<file path="src/rtl/tcw_pkg.sv">
`timescale 1ns / 1ps
// ----------------------------------------------------------------------------
// tcw_pkg: shared types and constants for the text console cell writer
// Command codes, character codes, controller states and the command/status
// structs that join the controller to the datapath.
// ----------------------------------------------------------------------------
package tcw_pkg;

  localparam int DEFAULT_COLUMNS = 80;
  localparam int DEFAULT_ROWS    = 25;

  localparam logic [7:0] CH_NEWLINE   = 8'h0A;
  localparam logic [7:0] CH_RETURN    = 8'h0D;
  localparam logic [7:0] CH_BACKSPACE = 8'h08;
  localparam logic [7:0] CH_SPACE     = 8'h20;
  localparam logic [7:0] ATTR_RESET   = 8'h0F;

  typedef enum logic [1:0] {
    FUNC_PUT   = 2'd0,
    FUNC_CLEAR = 2'd1,
    FUNC_SET   = 2'd2,
    FUNC_READ  = 2'd3
  } func_t;

  typedef enum logic [3:0] {
    ST_INIT,
    ST_IDLE,
    ST_DECODE,
    ST_WRITE,
    ST_CLEAR,
    ST_SCROLL,
    ST_BLANKROW,
    ST_READ,
    ST_READWAIT,
    ST_FINISH
  } state_t;

  typedef enum logic [2:0] {
    CUR_HOLD,
    CUR_COL0,
    CUR_NEXT_ROW,
    CUR_INC,
    CUR_BACK,
    CUR_PREV_ROW,
    CUR_SET,
    CUR_HOME
  } cur_op_t;

  typedef enum logic [1:0] {
    WD_RESET,
    WD_BLANK,
    WD_CHAR,
    WD_COPY
  } wsrc_t;

  typedef enum logic [1:0] {
    WA_SWEEP,
    WA_COPY,
    WA_CURSOR
  } wa_t;

  typedef enum logic {
    RA_COPY,
    RA_POS
  } ra_t;

  typedef struct packed {
    logic    load;
    cur_op_t cur_op;
    logic    sweep_clr;
    logic    sweep_inc;
    logic    mem_we;
    wsrc_t   wsrc;
    wa_t     wa;
    logic    mem_re;
    ra_t     ra;
    logic    cell_load;
    logic    set_scroll;
    logic    out_load;
  } tcw_cmd_t;

  typedef struct packed {
    func_t func;
    logic  ch_newline;
    logic  ch_return;
    logic  ch_backspace;
    logic  col_zero;
    logic  col_last;
    logic  row_zero;
    logic  row_last;
    logic  sweep_zero;
    logic  sweep_copy_end;
    logic  sweep_last;
  } tcw_status_t;

endpackage

</file>
<file path="src/rtl/tcw_ctrl.sv">
`timescale 1ns / 1ps
// ----------------------------------------------------------------------------
// tcw_ctrl: command sequencer
// Decodes the latched command and steps the datapath through the reset fill,
// writes, the clear and scroll sweeps, cell reads and the result load.
// ----------------------------------------------------------------------------
module tcw_ctrl (
  input  logic                 clk,
  input  logic                 rst,
  input  logic                 start,
  input  tcw_pkg::tcw_status_t status,
  output tcw_pkg::tcw_cmd_t    cmd,
  output logic                 busy
);
  import tcw_pkg::*;

  state_t state;
  state_t state_next;

  always_ff @(posedge clk) begin
    if (rst) begin
      state <= ST_INIT;
    end else begin
      state <= state_next;
    end
  end

  always_comb begin
    state_next = state;
    case (state)
      ST_INIT: begin
        if (status.sweep_last) state_next = ST_IDLE;
      end
      ST_IDLE: begin
        if (start) state_next = ST_DECODE;
      end
      ST_DECODE: begin
        case (status.func)
          FUNC_PUT: begin
            if (status.ch_newline) begin
              state_next = status.row_last ? ST_SCROLL : ST_FINISH;
            end else if (status.ch_return) begin
              state_next = ST_FINISH;
            end else if (status.ch_backspace) begin
              state_next = (status.col_zero && status.row_zero) ? ST_FINISH : ST_WRITE;
            end else begin
              state_next = ST_WRITE;
            end
          end
          FUNC_CLEAR: state_next = ST_CLEAR;
          FUNC_SET:   state_next = ST_FINISH;
          FUNC_READ:  state_next = ST_READ;
          default:    state_next = ST_FINISH;
        endcase
      end
      ST_WRITE: begin
        if (!status.ch_backspace && status.col_last && status.row_last) begin
          state_next = ST_SCROLL;
        end else begin
          state_next = ST_FINISH;
        end
      end
      ST_CLEAR: begin
        if (status.sweep_last) state_next = ST_FINISH;
      end
      ST_SCROLL: begin
        if (status.sweep_copy_end) state_next = ST_BLANKROW;
      end
      ST_BLANKROW: begin
        if (status.sweep_last) state_next = ST_FINISH;
      end
      ST_READ:     state_next = ST_READWAIT;
      ST_READWAIT: state_next = ST_FINISH;
      ST_FINISH:   state_next = ST_IDLE;
      default:     state_next = ST_IDLE;
    endcase
  end

  always_comb begin
    cmd = '{load: 1'b0, cur_op: CUR_HOLD, sweep_clr: 1'b0, sweep_inc: 1'b0,
            mem_we: 1'b0, wsrc: WD_BLANK, wa: WA_SWEEP, mem_re: 1'b0,
            ra: RA_COPY, cell_load: 1'b0, set_scroll: 1'b0, out_load: 1'b0};
    case (state)
      ST_INIT: begin
        cmd.mem_we    = 1'b1;
        cmd.wsrc      = WD_RESET;
        cmd.sweep_inc = 1'b1;
      end
      ST_IDLE: begin
        cmd.sweep_clr = 1'b1;
        cmd.load      = start;
      end
      ST_DECODE: begin
        case (status.func)
          FUNC_PUT: begin
            if (status.ch_newline) begin
              if (status.row_last) begin
                cmd.cur_op     = CUR_COL0;
                cmd.set_scroll = 1'b1;
              end else begin
                cmd.cur_op = CUR_NEXT_ROW;
              end
            end else if (status.ch_return) begin
              cmd.cur_op = CUR_COL0;
            end else if (status.ch_backspace) begin
              if (!status.col_zero) begin
                cmd.cur_op = CUR_BACK;
              end else if (!status.row_zero) begin
                cmd.cur_op = CUR_PREV_ROW;
              end
            end
          end
          FUNC_SET: cmd.cur_op = CUR_SET;
          default: begin
          end
        endcase
      end
      ST_WRITE: begin
        cmd.mem_we = 1'b1;
        cmd.wa     = WA_CURSOR;
        if (status.ch_backspace) begin
          cmd.wsrc = WD_BLANK;
        end else begin
          cmd.wsrc = WD_CHAR;
          if (status.col_last) begin
            if (status.row_last) begin
              cmd.cur_op     = CUR_COL0;
              cmd.set_scroll = 1'b1;
            end else begin
              cmd.cur_op = CUR_NEXT_ROW;
            end
          end else begin
            cmd.cur_op = CUR_INC;
          end
        end
      end
      ST_CLEAR: begin
        cmd.mem_we    = 1'b1;
        cmd.wsrc      = WD_BLANK;
        cmd.sweep_inc = 1'b1;
        if (status.sweep_last) cmd.cur_op = CUR_HOME;
      end
      ST_SCROLL: begin
        // read row below, write it in the next cycle one row up
        cmd.mem_re    = !status.sweep_copy_end;
        cmd.ra        = RA_COPY;
        cmd.mem_we    = !status.sweep_zero;
        cmd.wa        = WA_COPY;
        cmd.wsrc      = WD_COPY;
        cmd.sweep_inc = !status.sweep_copy_end;
      end
      ST_BLANKROW: begin
        cmd.mem_we    = 1'b1;
        cmd.wsrc      = WD_BLANK;
        cmd.sweep_inc = 1'b1;
      end
      ST_READ: begin
        cmd.mem_re = 1'b1;
        cmd.ra     = RA_POS;
      end
      ST_READWAIT: begin
        cmd.cell_load = 1'b1;
      end
      ST_FINISH: begin
        cmd.out_load = 1'b1;
      end
      default: begin
      end
    endcase
  end

  assign busy = (state != ST_IDLE);

  a_accept: assert property (@(posedge clk) disable iff (rst)
    (state == ST_IDLE && start) |=> (state == ST_DECODE))
    else $error("accepted command not decoded");

endmodule

</file>
<file path="config.mk">
export PLATFORM = sky130hd
export DESIGN_NAME = tcw_ctrl
export DESIGN_NICKNAME = d
export VERILOG_FILES = /design/src/rtl/tcw_pkg.sv /design/src/rtl/tcw_ctrl.sv
export SDC_FILE = /design/constraint.sdc
export NUM_CORES = 1
export LEC_CHECK = 0
export BUFFER_PORTS_ARGS = -buffer_cell sky130_fd_sc_hd__buf_4
export CAP_MARGIN = 30
export CORE_MARGIN = 1
export CORE_UTILIZATION = 44
export CTS_CLUSTER_DIAMETER = 50
export DETAILED_ROUTE_END_ITERATION = 10
export PLACE_DENSITY = 0.77
export SLEW_MARGIN = 20
export SYNTH_ARGS = -nofsm -noshare
export SYNTH_HDL_FRONTEND = slang
export SYNTH_SLANG_ARGS = --single-unit
</file>
<file path="constraint.sdc">
create_clock -name clk -period 1.7 [get_ports clk]
set_input_delay 0.085 -clock clk [delete_from_list [all_inputs] [get_ports clk]]
set_output_delay 0.085 -clock clk [all_outputs]
set_load 0.005 [all_outputs]
</file>
== Yosys cells after proc, flatten, opt, wreduce, memory -nomap -nowiden ==
Cells that the tools add are included.
Storage, ports and cells
  register bits after elaboration: 4
  input bits: 15
  output and inout bits: 17
Operators by class
  equal/unequal tests: 17
  muxes and demuxes: 38
  reductions and logical operators: 11
Operators by type and width (count)
  4-bit 2-to-1 mux: 10
  4-bit one-hot mux with 8 select lines: 1
  3-bit 2-to-1 mux: 8
  4-bit by 3-bit == test with 1-bit output (second input constant): 4
  4-bit one-hot mux with 4 select lines: 1
  3-bit one-hot mux with 4 select lines: 1
  1-bit 2-to-1 mux: 9
  3-bit one-hot mux with 3 select lines: 1
  4-bit by 2-bit == test with 1-bit output (second input constant): 2
  4-bit == test (second input constant): 2
  2-bit one-hot mux with 2 select lines: 2
  2-bit inequality test (second input constant): 3
  3-bit one-hot mux with 2 select lines: 1
  2-bit == test (second input constant): 2
  4-bit by 1-bit == test with 1-bit output (second input constant): 1
  4-bit logical NOT: 1
  2-bit 2-to-1 mux: 2
  4-bit by 1-bit inequality test with 1-bit output (second input constant): 1
  1-bit one-hot mux with 2 select lines: 2
  4-bit AND reduction: 1
  1-bit logical AND: 3
  1-bit logical NOT: 3
  3-bit OR reduction: 1
  2-bit by 1-bit == test with 1-bit output (second input constant): 1
  3 further kinds: 3

== Longest topological paths before layout ==
Gate-level depths: netlist of run 1.
  depth in word-level cells: 7
  mapped depth: 7

== Least setup slack after synthesis of run 1 ==
No wires, ideal clock.
  path type: reg-to-output
  start: register state[2]
  end: output cmd[13] (netlist bit)
  data arrival time: 1.270 ns
  slack: 0.345 ns
  stages on the path, launching flop included: 6
  buffers on the path: 2
  path through: dfxtp_1 -> buf_6 -> nand2b_4 -> buf_6 -> or4_4 -> o211ai_2
RTL lines
  start: declaration: RTL line tcw_ctrl.sv:17  | state_t state;
  start signal: assignment: RTL line tcw_ctrl.sv:24  | state <= state_next;
  end: declaration: RTL line tcw_ctrl.sv:12  | output tcw_pkg::tcw_cmd_t cmd,

==> key figures, run 1 <==
GRT
  – Global-route wire length before repair: 2860 um
  – GR peak layer: met2
  – Met3 GRT Util: 0.0333
  – GRT Util Overall: 0.259
  – Routing usage on met2: 0.480
  – GRT met1 Usage: 0.326
  – Initial antenna violation count: 0
  – Vias in the first global route: 687
  – Largest net degree at the start of global routing: 13
  – GR Overflow Total: 0

Power and ir drop
  – Peak supply drop: 0.320 mV
  – Leak: 0.432 nW
  – Power density cells: 384 nW/um^2
  – Power Total: 0.000366 W

Layout
  – Final nets: 147
  – Max reg flops: 4
  – Most flops, register: state
  – Fraction of layout cells with a size suffix above 1: 0.438
  – Biggest regs: state x4
  – Layout overhead on the synthesized area: 48.5%
  – Fill count: 131
  – Diodes inserted: 0

Synth
  – EDFF count, synth: 0
  – FFs w/ async S/R, synth: 0
  – Main synth FF type: dfxtp_1
  – Seq/Total Area, Yosys: 0.125
  – Yosys reg bits: 4
  – Most numerous cell in the Yosys netlist: nor2_1
  – Synth warn: 0
  – Area leader, netlist: dfxtp_1
  – Syn_area_per_cell: 6.98 sq um
  – Synth top area share: 0.125
  – Syn_nets: 107
  – Netlist cell types: 38
  – Most frequent cells after synthesis: nor2_1, nand2_1, a21oi_1, inv_1
  – Syn Inst Count: 92
  – Area of the mapped netlist: 642 sq um
  – Largest cells by area after synthesis: dfxtp_1, nor2_1, a21oi_1

Timing
  – Setup violators final: 0
  – Final Hold Vio Count: 0
  – Setup TNS: 0 ns
  – Pins over their slew limit: 0
  – Final period util: 0.978
  – Slew HR: 0.799
  – Minimum clock period: 1.66 ns
  – Worst-Margin Slew: 0.301 ns
  – Slack of the critical path: 0.0377 ns
  – Clock Skew: 0.00295 ns
  – Unrepaired setup endpoints after global routing: false
  – F_max: 0.602 GHz

Run status
  – Status: complete, no violations

Floorplanning
  – Row count: 13
  – Initial Util: 0.481
  – Die W: 40.2 um
  – Die area: 1620 sq um
  – Core area: 1330 sq um
  – Io pins: 32
  – Die Ht: 40.2 um

Setup path
  – CP max FO: 8
  – Type of origin of the critical path: flop
  – Critical path class: reg2out
  – CP delay by family, top: simple AND/OR/NAND/NOR gates
  – Reg-to-reg slack, setup: 0.28 ns
  – Crit. End Element: primary output
  – Worst Path Arrival: 1.58 ns
  – CP Buf/Inv Count: 2
  – Crit-path cells: buf_6 -> or4_4 -> o211ai_2 -> buf_4
  – CP max-delay cell: or4_4
  – Crit path largest cell delay: 0.56 ns
  – WP data required: 1.62 ns

Drt
  – Via count of the routed design: 809
  – Via density: 5.58
  – ANT nets after route: 0
  – WL per Instance: 13.1 um
  – Drc violations: 0
  – Total wire length: 1900 um
  – Drt first pass iters: 4
  – First DRT Iteration DRCs: 13

Clocking
  – H-tree depth: 1
  – Worst-Skew Late Latency: 0.23 ns
  – CTS tree: yes
  – Clock Tree Buf Depth: 2
  – Total CTS buffers: 3
  – Reg clk slew, reported paths: 0.04 ns
  – Root buf cell: clkbuf_4
  – Clock Sinks: 4
  – Post-CTS Hold Fix Bufs: 0

Placed design
  – IO buf count: 31
  – DP HPWL: 1480 um
  – Routability cong.: 0.934
  – Post-Place Worst Slack: 0.159 ns

Flow run
  – # Max-Cap Violations: 0

Hold path
  – Worst Hold Class: in2reg
-- metal layers --
metal | routed length [um] | vias to the layer above | part of all wire
met1 | 863 | 377 | 0.45
met2 | 962 | 22 | 0.51
met3 | 75 | 0 | 0.039
met4 | 0 | 0 | 0
met5 | 0 | - | 0
li1 | - | 410 | -
-- layout by cell type, fill, tap and decap left out, types with 2 or more instances in the layout --
cell,instances
o21ai_0,4
clkbuf_4,3
nand2b_1,3
o22ai_1,2
dfxtp_4,2
a211oi_1,2
buf_4,39
nand3b_1,2
a21o_1,2
and3_1,2
nand2b_4,2
nand2_1,8
nand3_1,3
a21oi_1,7
nor2_1,13
nor3_1,4
mux2i_1,2
inv_1,6
a31oi_1,3
-- cells by family after synthesis --
| logic type | after synthesis | share of synthesized area |
|---|---|---|
| DFF | 4 | 0.125 |
| buffers and inverters | 12 | 0.107 |
| AOI/OAI and AO/OA | 30 | 0.326 |
| muxes | 2 | 0.0312 |
| and+or+nand+nor | 44 | 0.411 |
-- repair_timing --
action	CTS	global route
gates cloned	0	0
pin swaps	1	0
resized for setup	3	3
endpoints found under the setup margin	4	4
buffers inserted	0	4
-- report_power, final --
group	switching (W)	internal [W]	total, W	leakage (nW)
clock network	0.0000347	0.0000787	0.000113	0.0138
registers	0.00000815	0.0000965	0.000105	0.0344
logic	0.0000711	0.0000769	0.000148	0.384
-- cell type report --
class                      instances  area [sq um]  area share
inverter                           7          26.3      0.0276
tap                               15          18.8      0.0197
multi-input combinational         76           493       0.517
sequential                         4          88.8      0.0932
timing repair buffer              40           304       0.319
clock buffer                       3          22.5      0.0236
-- stage by stage --
step | cells | hold WS, ns | area [sq um] | util
global route | 145 | 0.0298 | 953 | 0.715
detailed placement | 138 | 0.277 | 888 | 0.666
CTS | 141 | 0.0322 | 916 | 0.687
finish | 145 | 0.0364 | 953 | 0.715
floorplan | 92 | 0.154 | 642 | -
global placement | 138 | 0.276 | 888 | 0.666
-- final timing paths --
kind / startpoint / end / depth (start not counted)
max: state[0]$_SDFFE_PP0P_ / cmd[13] / 4
min: rst / state[0]$_SDFFE_PP0P_ / 2
max reg2reg: state[2]$_SDFFE_PP0P_ / state[1]$_SDFFE_PP0P_ / 6
min reg2reg: state[1]$_SDFFE_PP0P_ / state[1]$_SDFFE_PP0P_ / 2
-- worst reg2reg max path: cells and delay by family (launching register included) --
kind / cells / cell delay [ns]
simple gates: 2 / 0.28
compound gates: 3 / 0.56
flops: 1 / 0.35
buf+inv: 1 / 0.16
Note: power is estimated with default switching activity, not from simulation.
==> run 2: changes to the inputs <==
--- a/config.mk
+++ b/config.mk
@@ -8,10 +8,11 @@
 export BUFFER_PORTS_ARGS = -buffer_cell sky130_fd_sc_hd__buf_4
 export CAP_MARGIN = 30
 export CORE_MARGIN = 1
-export CORE_UTILIZATION = 44
+export CORE_UTILIZATION = 46
+export CTS_BUF_LIST = sky130_fd_sc_hd__clkbuf_4
 export CTS_CLUSTER_DIAMETER = 50
 export DETAILED_ROUTE_END_ITERATION = 10
-export PLACE_DENSITY = 0.77
+export PLACE_DENSITY = 0.8
 export SLEW_MARGIN = 20
 export SYNTH_ARGS = -nofsm -noshare
 export SYNTH_HDL_FRONTEND = slang
==> run 2 against run 1 <==
Effect of this change: cell area decreased by 4.1%; combinational power decreased by 7%; critical path depth unchanged; worst hold slack better by 0.0035 ns; first-iteration DRC count is 23% lower; total power is 0.73% lower; clock power up 4%; wire length decreased by 5.2%; maximum frequency up 0.33%; via count decreased by 0.74%; critical path type unchanged; critical endpoint is now cmd[1]; largest power group unchanged.
==> key figures, run 2 (same netlist as run 1, synthesis figures left out) <==
Power and ir drop
  – Leak: 0.413 nW (was 0.432 nW)
  – Peak supply drop: 0.518 mV (was 0.320 mV)
  – Power Total: 0.000363 W (was 0.000366 W)
  – Power density cells: 397 nW/um^2 (was 384 nW/um^2)

Drt
  – First DRT Iteration DRCs: 10 (was 13)
  – Drc violations: 0 (unchanged)
  – ANT nets after route: 0 (unchanged)
  – Via count of the routed design: 803 (was 809)
  – Drt first pass iters: 4 (unchanged)
  – WL per Instance: 12.8 um (was 13.1 um)
  – Via density: 5.70 (was 5.58)
  – Total wire length: 1800 um (was 1900 um)

Timing
  – Final period util: 0.975 (was 0.978)
  – F_max: 0.604 GHz (was 0.602 GHz)
  – Pins over their slew limit: 0 (unchanged)
  – Slew HR: 0.801 (was 0.799)
  – Setup violators final: 0 (unchanged)
  – Final Hold Vio Count: 0 (unchanged)
  – Clock Skew: 0.00170 ns (was 0.00295 ns)
  – Worst-Margin Slew: 0.297 ns (was 0.301 ns)
  – Minimum clock period: 1.66 ns (about the same)
  – Unrepaired setup endpoints after global routing: false (unchanged)
  – Setup TNS: 0 ns (unchanged)

Layout
  – Fill count: 118 (was 131)
  – Biggest regs: state x4 (unchanged)
  – Final core utilization: 0.703 (was 0.715)
  – Diodes inserted: 0 (unchanged)
  – Fraction of layout cells with a size suffix above 1: 0.421 (was 0.438)
  – Most flops, register: state (unchanged)
  – Layout overhead on the synthesized area: 42.5% (was 48.5%)
  – Max reg flops: 4 (unchanged)
  – Non-filler instance count after layout: 141 (was 145)
  – Commonest non-fill, non-tap cell in the layout: buf_4 (unchanged)
  – Final nets: 143 (was 147)
  – Highest-count cells in the layout ignoring fill and taps: buf_4, nor2_1, nand2_1 (unchanged)

GRT
  – GRT Util Overall: 0.252 (was 0.259)
  – Initial antenna violation count: 0 (unchanged)
  – Largest net degree at the start of global routing: 14 (was 13)
  – Global-route wire length before repair: 2770 um (was 2860 um)
  – Vias in the first global route: 648 (was 687)
  – GR Overflow Total: 0 (unchanged)

Setup path
  – Worst Path Arrival: 1.57 ns (was 1.58 ns)
  – WP data required: 1.62 ns (about the same)
  – CP max FO: 12 (was 8)
  – Type of origin of the critical path: flop (unchanged)
  – Crit. End Element: primary output (unchanged)
  – Critical path class: reg2out (unchanged)
  – Worst R2R Path Depth: 5 (was 6)

Flow run
  – # Max-Cap Violations: 0 (unchanged)

Hold path
  – Worst Hold Class: in2reg (unchanged)
  – Hold path cells: 2 (unchanged)

Placed design
  – Placed instance count: 138 (unchanged)
  – Routability cong.: 0.870 (was 0.934)
  – IO buf count: 31 (unchanged)
  – DP HPWL: 1460 um (was 1480 um)

Clocking
  – Worst-Skew Late Latency: 0.23 ns (about the same)
  – Total CTS buffers: 3 (unchanged)
  – Setup repair bufs after CTS: 0 (unchanged)
  – Root buf cell: clkbuf_4 (unchanged)
  – H-tree depth: 1 (unchanged)
  – Clock Tree Buf Depth: 2 (unchanged)
  – CTS tree: yes (unchanged)
  – Reg clk slew, reported paths: 0.04 ns (about the same)
  – Clock Sinks: 4 (unchanged)

Floorplanning
  – Initial Util: 0.493 (was 0.481)
  – Die Ht: 39.4 um (was 40.2 um)
  – Die area: 1550 sq um (was 1620 sq um)
  – Core area: 1300 sq um (was 1330 sq um)
  – Die W: 39.4 um (was 40.2 um)
  – Io pins: 32 (unchanged)
  – Row count: 13 (unchanged)

Run status
  – Status: complete, no violations (unchanged)
==> run 2: changes by cell type in the layout (fill, tap and decap cells not counted) <==
cell     delta
buf_6       -1
dfxtp_4     -2
buf_4       -3
dfxtp_2     +2
==> run 2: metrics by stage <==
| step | worst slack (ns) | hold WS (ns) | cell area (sq um) |
|---|---|---|---|
| finish | 0.0431 | 0.0399 | 915 |
| floorplan | 0.345 | 0.154 | 642 |
| global placement | 0.166 | 0.280 | 888 |
| global route | 0.00179 | 0.0554 | 915 |
| CTS | 0.0173 | 0.0379 | 913 |
| detailed placement | 0.165 | 0.279 | 888 |
==> run 2: final timing paths <==
check	startpoint	end	slack, ns
max	state[2]$_SDFFE_PP0P_	cmd[1]	0.04
min	rst	state[0]$_SDFFE_PP0P_	0.04
max reg2reg	state[2]$_SDFFE_PP0P_	state[0]$_SDFFE_PP0P_	0.27
min reg2reg	state[1]$_SDFFE_PP0P_	state[0]$_SDFFE_PP0P_	0.67
==> run 2: final cells by class <==
type | count | area (sq um) | area share
clock buffer | 3 | 22.5 | 0.0246
multi-input combinational | 76 | 493 | 0.539
tap | 15 | 18.8 | 0.0205
timing repair buffer | 36 | 270 | 0.295
sequential | 4 | 83.8 | 0.0917
inverter | 7 | 26.3 | 0.0287
==> run 2: where the power goes <==
part | switching (W) | leakage [nW] | internal [W]
registers | 0.0000102 | 0.0338 | 0.0000980
clock network | 0.0000381 | 0.0138 | 0.0000789
logic | 0.0000674 | 0.366 | 0.0000709
==> run 2: layer usage <==
layer,track usage,wire (um),vias to the layer above
li1,-,-,402
met1,0.341,819,374
met2,0.446,905,27
met3,0.0341,77,0
met4,0,0,0
met5,0,0,-
==> run 2: repair_timing <==
item                       CTS  global route
pin swaps                    0             0
hold buffers                 0             0
gates cloned                 0             0
gates resized for setup      2             1
setup endpoints to repair    4             3
==> run 2: critical path, stage by stage (launching register included) <==
cell and delay [ns]:
dfxtp_1 0.35, nand2b_4 0.23, or4_4 0.47, o22ai_1 0.15, buf_4 0.13
==> run 3: changes to the inputs <==
--- a/config.mk
+++ b/config.mk
@@ -7,12 +7,13 @@
 export LEC_CHECK = 0
 export BUFFER_PORTS_ARGS = -buffer_cell sky130_fd_sc_hd__buf_4
 export CAP_MARGIN = 30
-export CORE_MARGIN = 1
-export CORE_UTILIZATION = 46
+export CELL_PAD_IN_SITES_DETAIL_PLACEMENT = 1
+export CELL_PAD_IN_SITES_GLOBAL_PLACEMENT = 1
+export CORE_UTILIZATION = 31
 export CTS_BUF_LIST = sky130_fd_sc_hd__clkbuf_4
 export CTS_CLUSTER_DIAMETER = 50
 export DETAILED_ROUTE_END_ITERATION = 10
-export PLACE_DENSITY = 0.8
+export PLACE_DENSITY = 0.83
 export SLEW_MARGIN = 20
 export SYNTH_ARGS = -nofsm -noshare
 export SYNTH_HDL_FRONTEND = slang
==> run 3 against run 2 <==
Effect of this change: via count grew 7.3%; clock power is essentially flat; flip-flop and latch count is the same; first-iteration DRC count grew 20%; critical path depth grew 1; clock-buffer cell count is the same; global-route usage shrank 4.3 points; non-clock buffer count grew 6; wire length grew 23%; combinational power grew 9%.
==> key figures, run 3 (same netlist as run 1, synthesis figures left out) <==
Drt
  – Drc violations: 0 (unchanged)
  – WL per Instance: 13.9 um (was 12.8 um)
  – First DRT Iteration DRCs: 12 (was 10)
  – Drt first pass iters: 4 (unchanged)
  – Via density: 5.42 (was 5.70)
  – ANT nets after route: 0 (unchanged)
  – Via count of the routed design: 862 (was 803)
  – Total wire length: 2210 um (was 1800 um)

Setup path
  – CP max-delay cell: or3_4 (was or4_4)
  – Crit path largest cell delay: 0.40 ns (was 0.47 ns)
  – Crit. End Element: primary output (unchanged)
  – CP max FO: 10 (was 12)
  – Crit-path cells: nand2b_4 -> or3_4 -> a21o_1 -> nand3_1 -> buf_4 (was nand2b_4 -> or4_4 -> o22ai_1 -> buf_4)
  – Type of origin of the critical path: flop (unchanged)
  – WP data required: 1.62 ns (about the same)
  – Critical path class: reg2out (unchanged)
  – Worst Path Arrival: 1.54 ns (was 1.57 ns)

Layout
  – Fraction of layout cells with a size suffix above 1: 0.447 (was 0.421)
  – Layout overhead on the synthesized area: 51.9% (was 42.5%)
  – Commonest non-fill, non-tap cell in the layout: buf_4 (unchanged)
  – Max reg flops: 4 (unchanged)
  – Highest-count cells in the layout ignoring fill and taps: buf_4, nor2_1, nand2_1 (unchanged)
  – Most flops, register: state (unchanged)
  – Design area: 975 sq um (was 915 sq um)
  – Biggest regs: state x4 (unchanged)
  – Final core utilization: 0.497 (was 0.703)
  – Diodes inserted: 0 (unchanged)
  – Final nets: 149 (was 143)

Hold path
  – Worst Hold Class: in2reg (unchanged)

Clocking
  – Root buf cell: clkbuf_4 (unchanged)
  – Clock Sinks: 4 (unchanged)
  – Post-CTS Hold Fix Bufs: 0 (unchanged)
  – CTS tree: yes (unchanged)
  – Total CTS buffers: 3 (unchanged)
  – Clock Tree Buf Depth: 2 (unchanged)
  – Reg clk slew, reported paths: 0.04 ns (about the same)
  – H-tree depth: 1 (unchanged)
  – Worst-Skew Late Latency: 0.23 ns (about the same)

Flow run
  – # Max-Cap Violations: 0 (unchanged)

Timing
  – Unrepaired setup endpoints after global routing: false (unchanged)
  – Worst-Margin Slew: 0.310 ns (was 0.297 ns)
  – Minimum clock period: 1.63 ns (was 1.66 ns)
  – Worst hold margin: 0.0483 ns (was 0.0399 ns)
  – Setup violators final: 0 (unchanged)
  – Setup TNS: 0 ns (unchanged)
  – F_max: 0.614 GHz (was 0.604 GHz)
  – Slew HR: 0.793 (was 0.801)
  – Final Hold Vio Count: 0 (unchanged)
  – Clock Skew: 0.00123 ns (was 0.00170 ns)
  – Final period util: 0.959 (was 0.975)
  – Pins over their slew limit: 0 (unchanged)

Floorplanning
  – Row count: 16 (was 13)
  – Die W: 47.5 um (was 39.4 um)
  – Die Ht: 47.5 um (was 39.4 um)
  – Initial Util: 0.327 (was 0.493)
  – Io pins: 32 (unchanged)
  – Die area: 2260 sq um (was 1550 sq um)
  – Core area: 1960 sq um (was 1300 sq um)

Placed design
  – Dpl cell area: 926 sq um (was 888 sq um)
  – DP HPWL: 1800 um (was 1460 um)
  – Routability cong.: 0.787 (was 0.870)
  – IO buf count: 31 (unchanged)

GRT
  – Vias in the first global route: 816 (was 648)
  – GR Overflow Total: 0 (unchanged)
  – Largest net degree at the start of global routing: 13 (was 14)
  – Initial antenna violation count: 0 (unchanged)
  – GRT Util Overall: 0.209 (was 0.252)
  – Global-route wire length before repair: 3400 um (was 2770 um)

Power and ir drop
  – Leak: 0.441 nW (was 0.413 nW)
  – Power density cells: 380 nW/um^2 (was 397 nW/um^2)
  – Peak supply drop: 0.349 mV (was 0.518 mV)

Run status
  – Status: complete, no violations (unchanged)
run 3: worst max-delay path, delay by kind of cell (launching register included):
kind	cells	cell delay, ns
compound gates	1	0.17
flops	1	0.38
buf+inv	1	0.11
simple gates	3	0.66
run 3: cell type report:
type                       instances  area (sq um)
clock buffer                       3          22.5
fill                             292           987
inverter                           7          26.3
multi-input combinational         76           493
sequential                         4          83.8
tap                               27          33.8
timing repair buffer              42           315
run 3: worst paths after layout:
kind / depth (start not counted) / slack, ns / start / endpoint
worst max register to register: 6 / 0.12 / state[1]$_SDFFE_PP0P_ / state[0]$_SDFFE_PP0P_
worst min-delay path: 2 / 0.05 / rst / state[2]$_SDFFE_PP0P_
worst min register to register: 2 / 0.61 / state[1]$_SDFFE_PP0P_ / state[1]$_SDFFE_PP0P_
worst max-delay path: 5 / 0.07 / state[3]$_SDFFE_PP0P_ / cmd[12]
run 3: per-layer routing:
| layer | up-vias | track usage | share of wire |
|---|---|---|---|
| li1 | 418 | - | - |
| met1 | 411 | 0.233 | 0.41 |
| met2 | 29 | 0.403 | 0.52 |
| met3 | 4 | 0.0340 | 0.050 |
| met4 | 0 | 0.0571 | 0.016 |
| met5 | - | 0 | 0 |
run 3: power breakdown:
part,switching (W),internal (W)
combinational,0.0000733,0.0000764
sequential,0.00000860,0.0000980
clock,0.0000356,0.0000788
run 3: stage by stage:
step / cells / setup slack [ns] / total power, W
floorplan: 92 / 0.345 / 0.000177
global placement: 153 / 0.178 / 0.000249
detailed placement: 153 / 0.106 / 0.000254
CTS: 156 / 0.0279 / 0.000375
global route: 159 / 0.00463 / 0.000402
finish: 159 / 0.0702 / 0.000371
run 3: repair_timing:
action | 4_1_cts | 5_1_grt
setup endpoints to repair | 3 | 2
gates resized for setup | 3 | 0
setup buffers | 0 | 3
